### src/sv/flat_json_field_extractor_assert.svh
// assertion macros used by the extractor's result queue
`ifndef FLAT_JSON_FIELD_EXTRACTOR_ASSERT_SVH
`define FLAT_JSON_FIELD_EXTRACTOR_ASSERT_SVH

// same-cycle implication, checked out of reset
`define FJE_ASSERT_NOW(label, ante, cons) \
    label: assert property (@(posedge aclk) disable iff (!aresetn) (ante) |-> (cons)) \
        else $error("fje assertion failed");

// next-cycle implication, checked out of reset
`define FJE_ASSERT_NEXT(label, ante, cons) \
    label: assert property (@(posedge aclk) disable iff (!aresetn) (ante) |=> (cons)) \
        else $error("fje assertion failed");

`endif

### src/sv/fje_pkg.sv
// types and constants of the flat json field extractor
package fje_pkg;

    localparam int KEY_CHARS = 8;
    localparam int KEY_IDX_W = $clog2(KEY_CHARS);
    localparam int KEY_W = 8 * KEY_CHARS;
    localparam int LEN_W = 4;
    localparam int POS_W = 4;
    localparam int ACC_W = 16;
    localparam int FIFO_DEPTH = 4;
    localparam int FIFO_PTR_W = $clog2(FIFO_DEPTH);
    localparam int FIFO_CNT_W = FIFO_PTR_W + 1;

    localparam logic [7:0] CH_LBRACE = 8'h7B;
    localparam logic [7:0] CH_RBRACE = 8'h7D;
    localparam logic [7:0] CH_COLON = 8'h3A;
    localparam logic [7:0] CH_COMMA = 8'h2C;
    localparam logic [7:0] CH_QUOTE = 8'h22;
    localparam logic [7:0] CH_BSLASH = 8'h5C;
    localparam logic [7:0] CH_ZERO = 8'h30;
    localparam logic [7:0] CH_NINE = 8'h39;
    localparam logic [7:0] CH_SPACE = 8'h20;
    localparam logic [7:0] CH_TAB = 8'h09;
    localparam logic [7:0] CH_CR = 8'h0D;

    localparam logic [KEY_W-1:0] NUMBER_KEY_RST = 64'h0000_0000_7472_6F70;
    localparam logic [LEN_W-1:0] NUMBER_LEN_RST = 4'd4;
    localparam logic [KEY_W-1:0] STRING_KEY_RST = 64'h0000_006E_656B_6F74;
    localparam logic [LEN_W-1:0] STRING_LEN_RST = 4'd5;
    localparam logic [POS_W-1:0] POS_MAX = 4'd15;

    // register indexes on the configuration port
    localparam logic [1:0] REG_NUMBER_KEY = 2'd0;
    localparam logic [1:0] REG_NUMBER_LEN = 2'd1;
    localparam logic [1:0] REG_STRING_KEY = 2'd2;
    localparam logic [1:0] REG_STRING_LEN = 2'd3;

    typedef enum logic [3:0] {
        PH_BRACE    = 4'd0,
        PH_KEY_OPEN = 4'd1,
        PH_KEY_NAME = 4'd2,
        PH_COLON    = 4'd3,
        PH_VALUE    = 4'd4,
        PH_NUMBER   = 4'd5,
        PH_STRING   = 4'd6,
        PH_ESCAPE   = 4'd7,
        PH_COMMA    = 4'd8,
        PH_DONE     = 4'd9
    } phase_t;

    typedef enum logic [2:0] {
        EV_NUMBER    = 3'd0,
        EV_STR_BYTE  = 3'd1,
        EV_STR_START = 3'd2,
        EV_STR_CLOSE = 3'd3,
        EV_STATUS    = 3'd4
    } kind_t;

    typedef struct packed {
        kind_t             kind;
        logic [ACC_W-1:0]  payload;
        logic              success;
        logic              last;
    } evt_t;

    typedef struct packed {
        logic [KEY_W-1:0] number_key;
        logic [LEN_W-1:0] number_len;
        logic [KEY_W-1:0] string_key;
        logic [LEN_W-1:0] string_len;
    } cfg_t;

endpackage

### src/sv/fje_parser.sv
// parser state and per-byte event generation
module fje_parser
    import fje_pkg::*;
(
    input  logic        aclk,
    input  logic        aresetn,
    input  logic        step_en,
    input  logic [7:0]  byte_in,
    input  logic        last_in,
    input  cfg_t        cfg,
    output evt_t        evt0,
    output evt_t        evt1,
    output logic [1:0]  push_cnt
);

    phase_t             phase_reg, phase_next;
    logic [POS_W-1:0]   pos_reg, pos_next;
    logic               num_cand_reg, num_cand_next;
    logic               str_cand_reg, str_cand_next;
    logic               cur_num_reg, cur_num_next;
    logic               cur_str_reg, cur_str_next;
    logic [ACC_W-1:0]   acc_reg, acc_next;
    logic               err_reg, err_next;

    logic               digit;
    logic               ws;
    logic               skip;
    phase_t             ph;
    logic [ACC_W+3:0]   acc_ext;
    logic [ACC_W+3:0]   prod;
    logic               num_v;
    logic               mid_v;
    evt_t               mid_e;
    logic               fin_v;
    evt_t               num_e;
    evt_t               fin_e;

    function automatic logic key_hit(input logic [KEY_W-1:0] key, input logic [LEN_W-1:0] len,
                                     input logic [POS_W-1:0] pos, input logic [7:0] b);
        logic [KEY_IDX_W-1:0] idx;
        idx = pos[KEY_IDX_W-1:0];
        return (pos < len) && (32'(pos) < KEY_CHARS) && (key[8*idx +: 8] == b);
    endfunction

    assign digit = (byte_in >= CH_ZERO) && (byte_in <= CH_NINE);
    assign ws = (byte_in == CH_SPACE) || ((byte_in >= CH_TAB) && (byte_in <= CH_CR));
    assign acc_ext = {4'b0000, acc_reg};
    // times ten plus digit; low nibble of an ascii digit is its value
    assign prod = (acc_ext << 3) + (acc_ext << 1) + {{ACC_W{1'b0}}, byte_in[3:0]};

    always_comb begin
        phase_next = phase_reg;
        pos_next = pos_reg;
        num_cand_next = num_cand_reg;
        str_cand_next = str_cand_reg;
        cur_num_next = cur_num_reg;
        cur_str_next = cur_str_reg;
        acc_next = acc_reg;
        err_next = err_reg;
        skip = 1'b0;
        ph = phase_reg;
        num_v = 1'b0;
        mid_v = 1'b0;
        mid_e = '{kind: EV_STATUS, payload: '0, success: 1'b0, last: 1'b0};
        fin_v = 1'b0;

        if (!err_reg) begin
            if (phase_reg == PH_NUMBER) begin
                if (digit) begin
                    acc_next = (prod[ACC_W+3:ACC_W] != 4'd0) ? {ACC_W{1'b1}} : prod[ACC_W-1:0];
                    skip = 1'b1;
                end else begin
                    num_v = cur_num_reg;
                    ph = PH_COMMA;
                end
            end
            phase_next = ph;
            if (ws && (ph inside {PH_BRACE, PH_KEY_OPEN, PH_COLON, PH_VALUE, PH_COMMA,
                                  PH_DONE})) begin
                skip = 1'b1;
            end
            if (!skip) begin
                unique case (ph)
                    PH_BRACE: begin
                        if (byte_in == CH_LBRACE) begin
                            phase_next = PH_KEY_OPEN;
                        end else begin
                            err_next = 1'b1;
                            mid_v = !last_in;
                        end
                    end
                    PH_KEY_OPEN: begin
                        if (byte_in == CH_QUOTE) begin
                            pos_next = '0;
                            num_cand_next = 1'b1;
                            str_cand_next = 1'b1;
                            phase_next = PH_KEY_NAME;
                        end else begin
                            err_next = 1'b1;
                            mid_v = !last_in;
                        end
                    end
                    PH_KEY_NAME: begin
                        if (byte_in == CH_QUOTE) begin
                            cur_num_next = num_cand_reg && (pos_reg == POS_W'(cfg.number_len));
                            cur_str_next = str_cand_reg && (pos_reg == POS_W'(cfg.string_len));
                            phase_next = PH_COLON;
                        end else begin
                            if (!key_hit(cfg.number_key, cfg.number_len, pos_reg, byte_in)) begin
                                num_cand_next = 1'b0;
                            end
                            if (!key_hit(cfg.string_key, cfg.string_len, pos_reg, byte_in)) begin
                                str_cand_next = 1'b0;
                            end
                            if (pos_reg != POS_MAX) begin
                                pos_next = pos_reg + 1'b1;
                            end
                        end
                    end
                    PH_COLON: begin
                        if (byte_in == CH_COLON) begin
                            phase_next = PH_VALUE;
                        end else begin
                            err_next = 1'b1;
                            mid_v = !last_in;
                        end
                    end
                    PH_VALUE: begin
                        if (digit) begin
                            acc_next = {{(ACC_W-4){1'b0}}, byte_in[3:0]};
                            phase_next = PH_NUMBER;
                        end else if (byte_in == CH_QUOTE) begin
                            mid_v = cur_str_reg;
                            mid_e.kind = EV_STR_START;
                            phase_next = PH_STRING;
                        end
                    end
                    PH_STRING: begin
                        if (byte_in == CH_QUOTE) begin
                            mid_v = cur_str_reg;
                            mid_e.kind = EV_STR_CLOSE;
                            phase_next = PH_COMMA;
                        end else if (byte_in == CH_BSLASH) begin
                            phase_next = PH_ESCAPE;
                        end else begin
                            mid_v = cur_str_reg;
                            mid_e.kind = EV_STR_BYTE;
                            mid_e.payload = {{(ACC_W-8){1'b0}}, byte_in};
                        end
                    end
                    PH_ESCAPE: begin
                        mid_v = cur_str_reg;
                        mid_e.kind = EV_STR_BYTE;
                        mid_e.payload = {{(ACC_W-8){1'b0}}, byte_in};
                        phase_next = PH_STRING;
                    end
                    PH_COMMA: begin
                        if (byte_in == CH_COMMA) begin
                            phase_next = PH_KEY_OPEN;
                        end else if (byte_in == CH_RBRACE) begin
                            phase_next = PH_DONE;
                        end else begin
                            err_next = 1'b1;
                            mid_v = !last_in;
                        end
                    end
                    default: begin
                    end
                endcase
            end
        end

        fin_v = last_in;
        fin_e = '{kind: EV_STATUS, payload: '0, success: !err_next, last: 1'b1};
        num_e = '{kind: EV_NUMBER, payload: acc_reg, success: 1'b0, last: 1'b0};

        // end of document puts the parser back to its reset state
        if (last_in) begin
            phase_next = PH_BRACE;
            pos_next = '0;
            num_cand_next = 1'b1;
            str_cand_next = 1'b1;
            cur_num_next = 1'b0;
            cur_str_next = 1'b0;
            acc_next = '0;
            err_next = 1'b0;
        end
    end

    // order is number, then mid event, then final status; at most two are valid
    always_comb begin
        evt0 = fin_e;
        evt1 = fin_e;
        push_cnt = 2'd0;
        if (num_v) begin
            evt0 = num_e;
            if (mid_v) begin
                evt1 = mid_e;
                evt1.last = 1'b1;
                push_cnt = 2'd2;
            end else if (fin_v) begin
                push_cnt = 2'd2;
            end else begin
                evt0.last = 1'b1;
                push_cnt = 2'd1;
            end
        end else if (mid_v) begin
            evt0 = mid_e;
            if (fin_v) begin
                push_cnt = 2'd2;
            end else begin
                evt0.last = 1'b1;
                push_cnt = 2'd1;
            end
        end else if (fin_v) begin
            push_cnt = 2'd1;
        end
        if (!step_en) begin
            push_cnt = 2'd0;
        end
    end

    always_ff @(posedge aclk) begin
        if (!aresetn) begin
            phase_reg <= PH_BRACE;
            pos_reg <= '0;
            num_cand_reg <= 1'b1;
            str_cand_reg <= 1'b1;
            cur_num_reg <= 1'b0;
            cur_str_reg <= 1'b0;
            acc_reg <= '0;
            err_reg <= 1'b0;
        end else if (step_en) begin
            phase_reg <= phase_next;
            pos_reg <= pos_next;
            num_cand_reg <= num_cand_next;
            str_cand_reg <= str_cand_next;
            cur_num_reg <= cur_num_next;
            cur_str_reg <= cur_str_next;
            acc_reg <= acc_next;
            err_reg <= err_next;
        end
    end

endmodule

### src/sv/fje_out_fifo.sv
// result queue taking up to two events per cycle and giving one while out_ready is high
module fje_out_fifo
    import fje_pkg::*;
(
    input  logic        aclk,
    input  logic        aresetn,
    input  logic [1:0]  push_cnt,
    input  evt_t        evt0,
    input  evt_t        evt1,
    output logic        room,
    output logic        out_valid,
    input  logic        out_ready,
    output evt_t        out_evt
);

    evt_t                   mem_reg [FIFO_DEPTH];
    logic [FIFO_PTR_W-1:0]  wr_ptr_reg, wr_ptr_next;
    logic [FIFO_PTR_W-1:0]  rd_ptr_reg, rd_ptr_next;
    logic [FIFO_CNT_W-1:0]  count_reg, count_next;
    logic                   pop;
    logic [FIFO_PTR_W-1:0]  wr_ptr_p1;

    assign pop = out_valid && out_ready;
    assign out_valid = (count_reg != '0);
    assign out_evt = mem_reg[rd_ptr_reg];
    assign room = (count_reg <= FIFO_CNT_W'(FIFO_DEPTH - 2));
    assign wr_ptr_p1 = wr_ptr_reg + 1'b1;

    always_comb begin
        wr_ptr_next = wr_ptr_reg + FIFO_PTR_W'(push_cnt);
        rd_ptr_next = pop ? rd_ptr_reg + 1'b1 : rd_ptr_reg;
        count_next = count_reg + FIFO_CNT_W'(push_cnt) - FIFO_CNT_W'(pop);
    end

    always_ff @(posedge aclk) begin
        if (!aresetn) begin
            wr_ptr_reg <= '0;
            rd_ptr_reg <= '0;
            count_reg <= '0;
        end else begin
            wr_ptr_reg <= wr_ptr_next;
            rd_ptr_reg <= rd_ptr_next;
            count_reg <= count_next;
        end
    end

    always_ff @(posedge aclk) begin
        if (push_cnt != 2'd0) begin
            mem_reg[wr_ptr_reg] <= evt0;
        end
        if (push_cnt == 2'd2) begin
            mem_reg[wr_ptr_p1] <= evt1;
        end
    end

`include "flat_json_field_extractor_assert.svh"

    `FJE_ASSERT_NOW(a_count_bound, 1'b1, count_reg <= FIFO_CNT_W'(FIFO_DEPTH))
    `FJE_ASSERT_NOW(a_push_has_room, push_cnt != 2'd0, room)
    `FJE_ASSERT_NEXT(a_pop_drains, pop && (push_cnt == 2'd0),
        count_reg == $past(count_reg) - 1'b1)

endmodule

### src/sv/flat_json_field_extractor.sv
// Flat JSON field extractor. Bytes enter one per cycle on the s_ stream while
// s_tready is high and go through an input register into the parser, whose
// events land in a four-entry result queue read on the m_ stream; the queue's
// registered count drives m_tvalid. A byte that causes two results (a number
// ending together with an error or the end of the document, or a string
// event on the last byte) fills two queue entries, so sustained throughput
// is one byte per cycle while each byte yields at most one result and
// m_tready stays high, and is bounded by the one-result-per-cycle output
// port otherwise. Configuration must be written over the APB port while the
// stream is idle; the block itself does not enforce this. Registers sit at
// byte addresses 0, 8, 16 and 24.
module flat_json_field_extractor
    import fje_pkg::*;
(
    input  logic         aclk,
    input  logic         aresetn,
    input  logic         s_tvalid,
    output logic         s_tready,
    input  logic [7:0]   s_tdata,   // [7:0] data_byte
    input  logic         s_tlast,
    output logic         m_tvalid,
    input  logic         m_tready,
    output logic [23:0]  m_tdata,   // [15:0] payload, [16] success, [23:17] zero
    output logic [2:0]   m_tuser,   // [2:0] event_kind
    output logic         m_tlast,
    input  logic         psel,
    input  logic         penable,
    input  logic         pwrite,
    input  logic [4:0]   paddr,
    input  logic [63:0]  pwdata,
    output logic [63:0]  prdata,
    output logic         pready
);

    logic        in_valid_reg;
    logic [7:0]  in_byte_reg;
    logic        in_last_reg;
    logic        advance;
    logic        room;
    logic        cfg_wr;
    logic [1:0]  reg_idx;
    cfg_t        cfg_reg;
    evt_t        evt0;
    evt_t        evt1;
    logic [1:0]  push_cnt;
    evt_t        out_evt;

    assign pready = 1'b1;
    assign cfg_wr = psel && penable && pwrite && pready;
    assign reg_idx = paddr[4:3];

    always_ff @(posedge aclk) begin
        if (!aresetn) begin
            cfg_reg.number_key <= NUMBER_KEY_RST;
            cfg_reg.number_len <= NUMBER_LEN_RST;
            cfg_reg.string_key <= STRING_KEY_RST;
            cfg_reg.string_len <= STRING_LEN_RST;
        end else if (cfg_wr) begin
            unique case (reg_idx)
                REG_NUMBER_KEY: cfg_reg.number_key <= pwdata;
                REG_NUMBER_LEN: cfg_reg.number_len <= pwdata[LEN_W-1:0];
                REG_STRING_KEY: cfg_reg.string_key <= pwdata;
                REG_STRING_LEN: cfg_reg.string_len <= pwdata[LEN_W-1:0];
                default: begin
                end
            endcase
        end
    end

    always_comb begin
        unique case (reg_idx)
            REG_NUMBER_KEY: prdata = cfg_reg.number_key;
            REG_NUMBER_LEN: prdata = {60'd0, cfg_reg.number_len};
            REG_STRING_KEY: prdata = cfg_reg.string_key;
            REG_STRING_LEN: prdata = {60'd0, cfg_reg.string_len};
            default: prdata = '0;
        endcase
    end

    // the held byte moves on only when the queue can take two events
    assign advance = in_valid_reg && room;
    assign s_tready = !in_valid_reg || advance;

    always_ff @(posedge aclk) begin
        if (!aresetn) begin
            in_valid_reg <= 1'b0;
        end else if (s_tready) begin
            in_valid_reg <= s_tvalid;
        end
    end

    always_ff @(posedge aclk) begin
        if (s_tvalid && s_tready) begin
            in_byte_reg <= s_tdata;
            in_last_reg <= s_tlast;
        end
    end

    fje_parser u_parser (
        .aclk     (aclk),
        .aresetn  (aresetn),
        .step_en  (advance),
        .byte_in  (in_byte_reg),
        .last_in  (in_last_reg),
        .cfg      (cfg_reg),
        .evt0     (evt0),
        .evt1     (evt1),
        .push_cnt (push_cnt)
    );

    fje_out_fifo u_out_fifo (
        .aclk      (aclk),
        .aresetn   (aresetn),
        .push_cnt  (push_cnt),
        .evt0      (evt0),
        .evt1      (evt1),
        .room      (room),
        .out_valid (m_tvalid),
        .out_ready (m_tready),
        .out_evt   (out_evt)
    );

    assign m_tdata = {7'd0, out_evt.success, out_evt.payload};
    assign m_tuser = out_evt.kind;
    assign m_tlast = out_evt.last;

endmodule
### config.mk
export PLATFORM = sky130hd
export DESIGN_NAME = flat_json_field_extractor
export DESIGN_NICKNAME = d
export VERILOG_FILES = /design/src/sv/fje_pkg.sv /design/src/sv/fje_parser.sv /design/src/sv/fje_out_fifo.sv /design/src/sv/flat_json_field_extractor.sv
export VERILOG_INCLUDE_DIRS = /design/src /design/src/sv
export SDC_FILE = /design/constraint.sdc
export NUM_CORES = 1
export LEC_CHECK = 0
export BUFFER_PORTS_ARGS = -buffer_cell sky130_fd_sc_hd__buf_2
export CAP_MARGIN = 15
export CORE_MARGIN = 2
export CORE_UTILIZATION = 49
export DETAILED_ROUTE_END_ITERATION = 7
export PLACE_DENSITY_LB_ADDON = 0.25
export SLEW_MARGIN = 40
export SYNTH_ARGS = -nofsm -noshare
export SYNTH_HDL_FRONTEND = slang
export SYNTH_HIERARCHICAL = 1
export SYNTH_SLANG_ARGS = --single-unit
export TNS_END_PERCENT = 30
### constraint.sdc
create_clock -name aclk -period 9.3 [get_ports aclk]
set_input_delay 1.395 -clock aclk [delete_from_list [all_inputs] [get_ports aclk]]
set_output_delay 1.395 -clock aclk [all_outputs]
set_load 0.01 [all_outputs]
==> results.sh <==
export IMPL_status="finished, final reports clean"
export IMPL_worstPathArrival_ps=5090
export IMPL_ff2ff_path_depth=12
export IMPL_crit_type="register to register"
export IMPL_fmax_mhz=204
export IMPL_combPwrFrac=0.131
export IMPL_layout_common_cells="nand2_1, mux2i_1, dfxtp_1, buf_2, nor2_1"
export IMPL_gr_total_overflow=0
export IMPL_ir_drop_mv=0.198
export IMPL_routed_top_layer="met4"
export IMPL_ant_nets=0
export IMPL_grt_pass1_vias=11400
export IMPL_die_height_um=185
export IMPL_largest_reg_flops=136
export IMPL_wl_per_cell_um=19.0
export IMPL_synth_ff_type="dfxtp_1"
export IMPL_end_kind="register"
export IMPL_root_buffer="clkbuf_16"
export IMPL_routed_wl_um=39200
export IMPL_avgSynthCellArea_um2=10.7
export IMPL_power_density_nw_per_um2=167
export IMPL_worst_path_dominant_cell_family="simple AND/OR/NAND/NOR gates"
export IMPL_clk_latency_ps=560
export IMPL_setup_tns_ps=0
export IMPL_synth_warnings=6
export IMPL_die_w_um=185
export IMPL_cts_setup_buffers=0
export IMPL_io_pins=180
export IMPL_gp_congestion=0.897
export IMPL_clk_pin_slew_ps=60
export IMPL_n_antenna_cell=0
export IMPL_vias_per_cell=5.70
export IMPL_synthCells=1499
export IMPL_dr_pass1_iters=5
export IMPL_hold_start="u_parser/cur_str_reg$_SDFFE_PN0P_"
export IMPL_grt_max_degree=113
export IMPL_finalSetupViolCount=0
export IMPL_num_rows=66
export IMPL_p_total_uw=2990
export IMPL_fin_crit_sh=0.526
export IMPL_portBuffers=168
export IMPL_layout_commonest_cell="nand2_1"
export IMPL_nFillCells=2904
export IMPL_path_depth=12
export IMPL_cts_sinks=268
export IMPL_crit_buf_inv=1
export IMPL_m1WireLength_um=17100
export IMPL_min_path_type="register to register"
export IMPL_cts_buffers=31
export IMPL_slowest_delay_ps=740
export IMPL_layout_setup_ws_ps=4400
export IMPL_cts_tree="done"
export IMPL_r2r_start="in_byte_reg[6]$_DFFE_PP_"
export IMPL_drtIter0Drc=790
export IMPL_area_growth_pct=11.7
export IMPL_ys_seq_elements=268
export IMPL_wl_met2_um=19400
export IMPL_fp_coreArea_um2=32400
export IMPL_grt_pass1_wl_um=62400
export IMPL_startpoint="in_byte_reg[6]$_DFFE_PP_"
export IMPL_maxSlewHeadroom=0.442
export IMPL_holdBufCountCts=0
export IMPL_netSwitchingFraction=0.247
export IMPL_synth_distinct_cells=83
export IMPL_r2r_slack_ps=4400
export IMPL_finalCriticalPeriod_ps=4900
export IMPL_worst_pin_slew_ps=838
export IMPL_slowest_stage="and4bb_4"
export IMPL_skew_ps=16.7
export IMPL_final_max_slew_viol_count=0
export IMPL_r2r_end="u_out_fifo/mem_reg[2][11]$_DFFE_PP_"
export IMPL_cp_endpoint="u_out_fifo/mem_reg[2][11]$_DFFE_PP_"
export IMPL_power_internal_uw=2250
export IMPL_timing_critical_path_cells="or3_4, or3_1, nor3_4, o211a_1, o21bai_2, nand2_1, ha_1, inv_1, a32oi_1, nor2b_1, and4bb_4, a21o_2"
export IMPL_nets=1733
export IMPL_vias=11800
export IMPL_htreeDepth=1
export IMPL_crit_required_ps=9490
export IMPL_async_flop_share=0
export IMPL_pwr_share_clk=0.439
export IMPL_rsz0062_at_grt="false"
export IMPL_pwr_share_seq=0.430
export IMPL_ctsResizeCount=0
export IMPL_cap_violations=0
export IMPL_die_area_um2=34200
export IMPL_startpoint_type="register"
export IMPL_drc=0
export IMPL_cts_max_path_buffers=3
export IMPL_finalHoldViolCount=0
export IMPL_track_usage=0.229
export IMPL_syn_area_um2=16000
export IMPL_initial_utilization=0.495
export IMPL_antenna_found_initial=0
export IMPL_seq_area_frac_synth=0.393
export IMPL_drive_gt1_frac=0.247
export IMPL_p_sw_uw=736
export IMPL_place_hpwl_um=26900
export IMPL_wl_met3_um=1730
export IMPL_synth_edff_count=93
export IMPL_dp_slack_ps=4480
export IMPL_p_leak_uw=0.00735
export IMPL_crit_fanout=22
==> layout make-up <==
type / instances / area (um2) / area share
Multi-Input combinational cell: 1061 / 8760 / 0.489
Sequential cell: 268 / 6300 / 0.352
Timing Repair Buffer: 182 / 968 / 0.0541
Clock buffer: 43 / 881 / 0.0492
Tap cell: 442 / 553 / 0.0309
Clock inverter: 15 / 231 / 0.0129
Inverter: 56 / 210 / 0.0117
==> cell families (layout without fill, tap and decap cells) <==
kind of cell | after synthesis | in the layout | share of synthesized area
AO/OA/AOI/OAI | 234 | 234 | 0.100
AND/OR/NAND/NOR | 400 | 400 | 0.121
flip-flops | 268 | 268 | 0.393
other | 4 | 28 | 0.000936
XOR/XNOR | 33 | 33 | 0.0197
adder cells (fa/ha/maj) | 48 | 48 | 0.0389
buffers and inverters | 194 | 296 | 0.0678
multiplexers | 318 | 318 | 0.259
==> synthesized netlist by cell type (5+ instances only) <==
cell,number,area (um2)
nand2_1,178,668
mux2i_1,176,1760
dfxtp_1,175,3500
nor2_1,97,364
edfxtp_1,93,2790
o21ai_0,69,345
mux4_2,57,1280
inv_1,56,210
ha_1,45,563
mux2_2,45,507
clkbuf_1,41,154
mux2_4,39,586
buf_4,38,285
buf_2,35,175
o211ai_1,32,240
a21oi_1,27,135
o311ai_0,20,175
xor2_1,18,158
and2_1,17,106
buf_6,15,169
nand3_1,15,75.1
nor2b_1,14,87.6
xnor2_1,13,114
and3_1,10,62.6
nand2b_1,10,62.6
nor3_1,10,50.1
nor4_1,8,50.1
o21a_1,8,60.1
a21o_1,7,52.6
a32o_1,7,70.1
a211oi_1,6,45.0
nand4_1,6,37.5
o21ai_1,6,30.0
buf_1,5,18.8
nand4b_1,5,43.8
==> worst min-delay path: stages (launching register included) <==
cell	delay, ps
dfxtp_1	310
nand2_1	50
mux2i_1	50
==> stage by stage <==
step	util	instance area (um2)	hold WS (ps)	std cells
finish	0.553	17900	458	2067
global route	0.553	17900	489	2067
CTS	0.553	17900	462	2067
detailed placement	0.519	16800	451	2009
global placement	0.518	16800	455	2009
floorplan	-	16100	430	1523
==> how the worst min path moves through the flow <==
stage	end	slack [ps]	cells past startpoint
6_report	u_parser/cur_str_reg$_SDFFE_PN0P_	460	2
5_1_grt	cfg_reg[66]$_SDFFE_PN0P_	490	2
4_1_cts	u_parser/cur_str_reg$_SDFFE_PN0P_	460	2
3_5_place_dp	u_parser/cur_str_reg$_SDFFE_PN0P_	450	2
3_3_place_gp	cfg_reg[134]$_SDFFE_PN0P_	450	2
2_1_floorplan	u_parser/cur_num_reg$_SDFFE_PN0P_	430	2
==> layer usage <==
layer  vias up  track usage
li1       5639            -
met2       318        0.400
met4         0       0.0610
met5         -            0
met1      5761        0.303
met3        61       0.0254
==> power by group through the flow <==
stage	Combinational [uW]	Sequential, uW	Clock, uW
detailed placement	396	1310	0
finish	392	1280	1310
global route	433	1290	1380
global placement	391	1310	0
floorplan	311	1290	0
CTS	397	1280	1340
No activity file was read; power rests on OpenSTA's default activity.
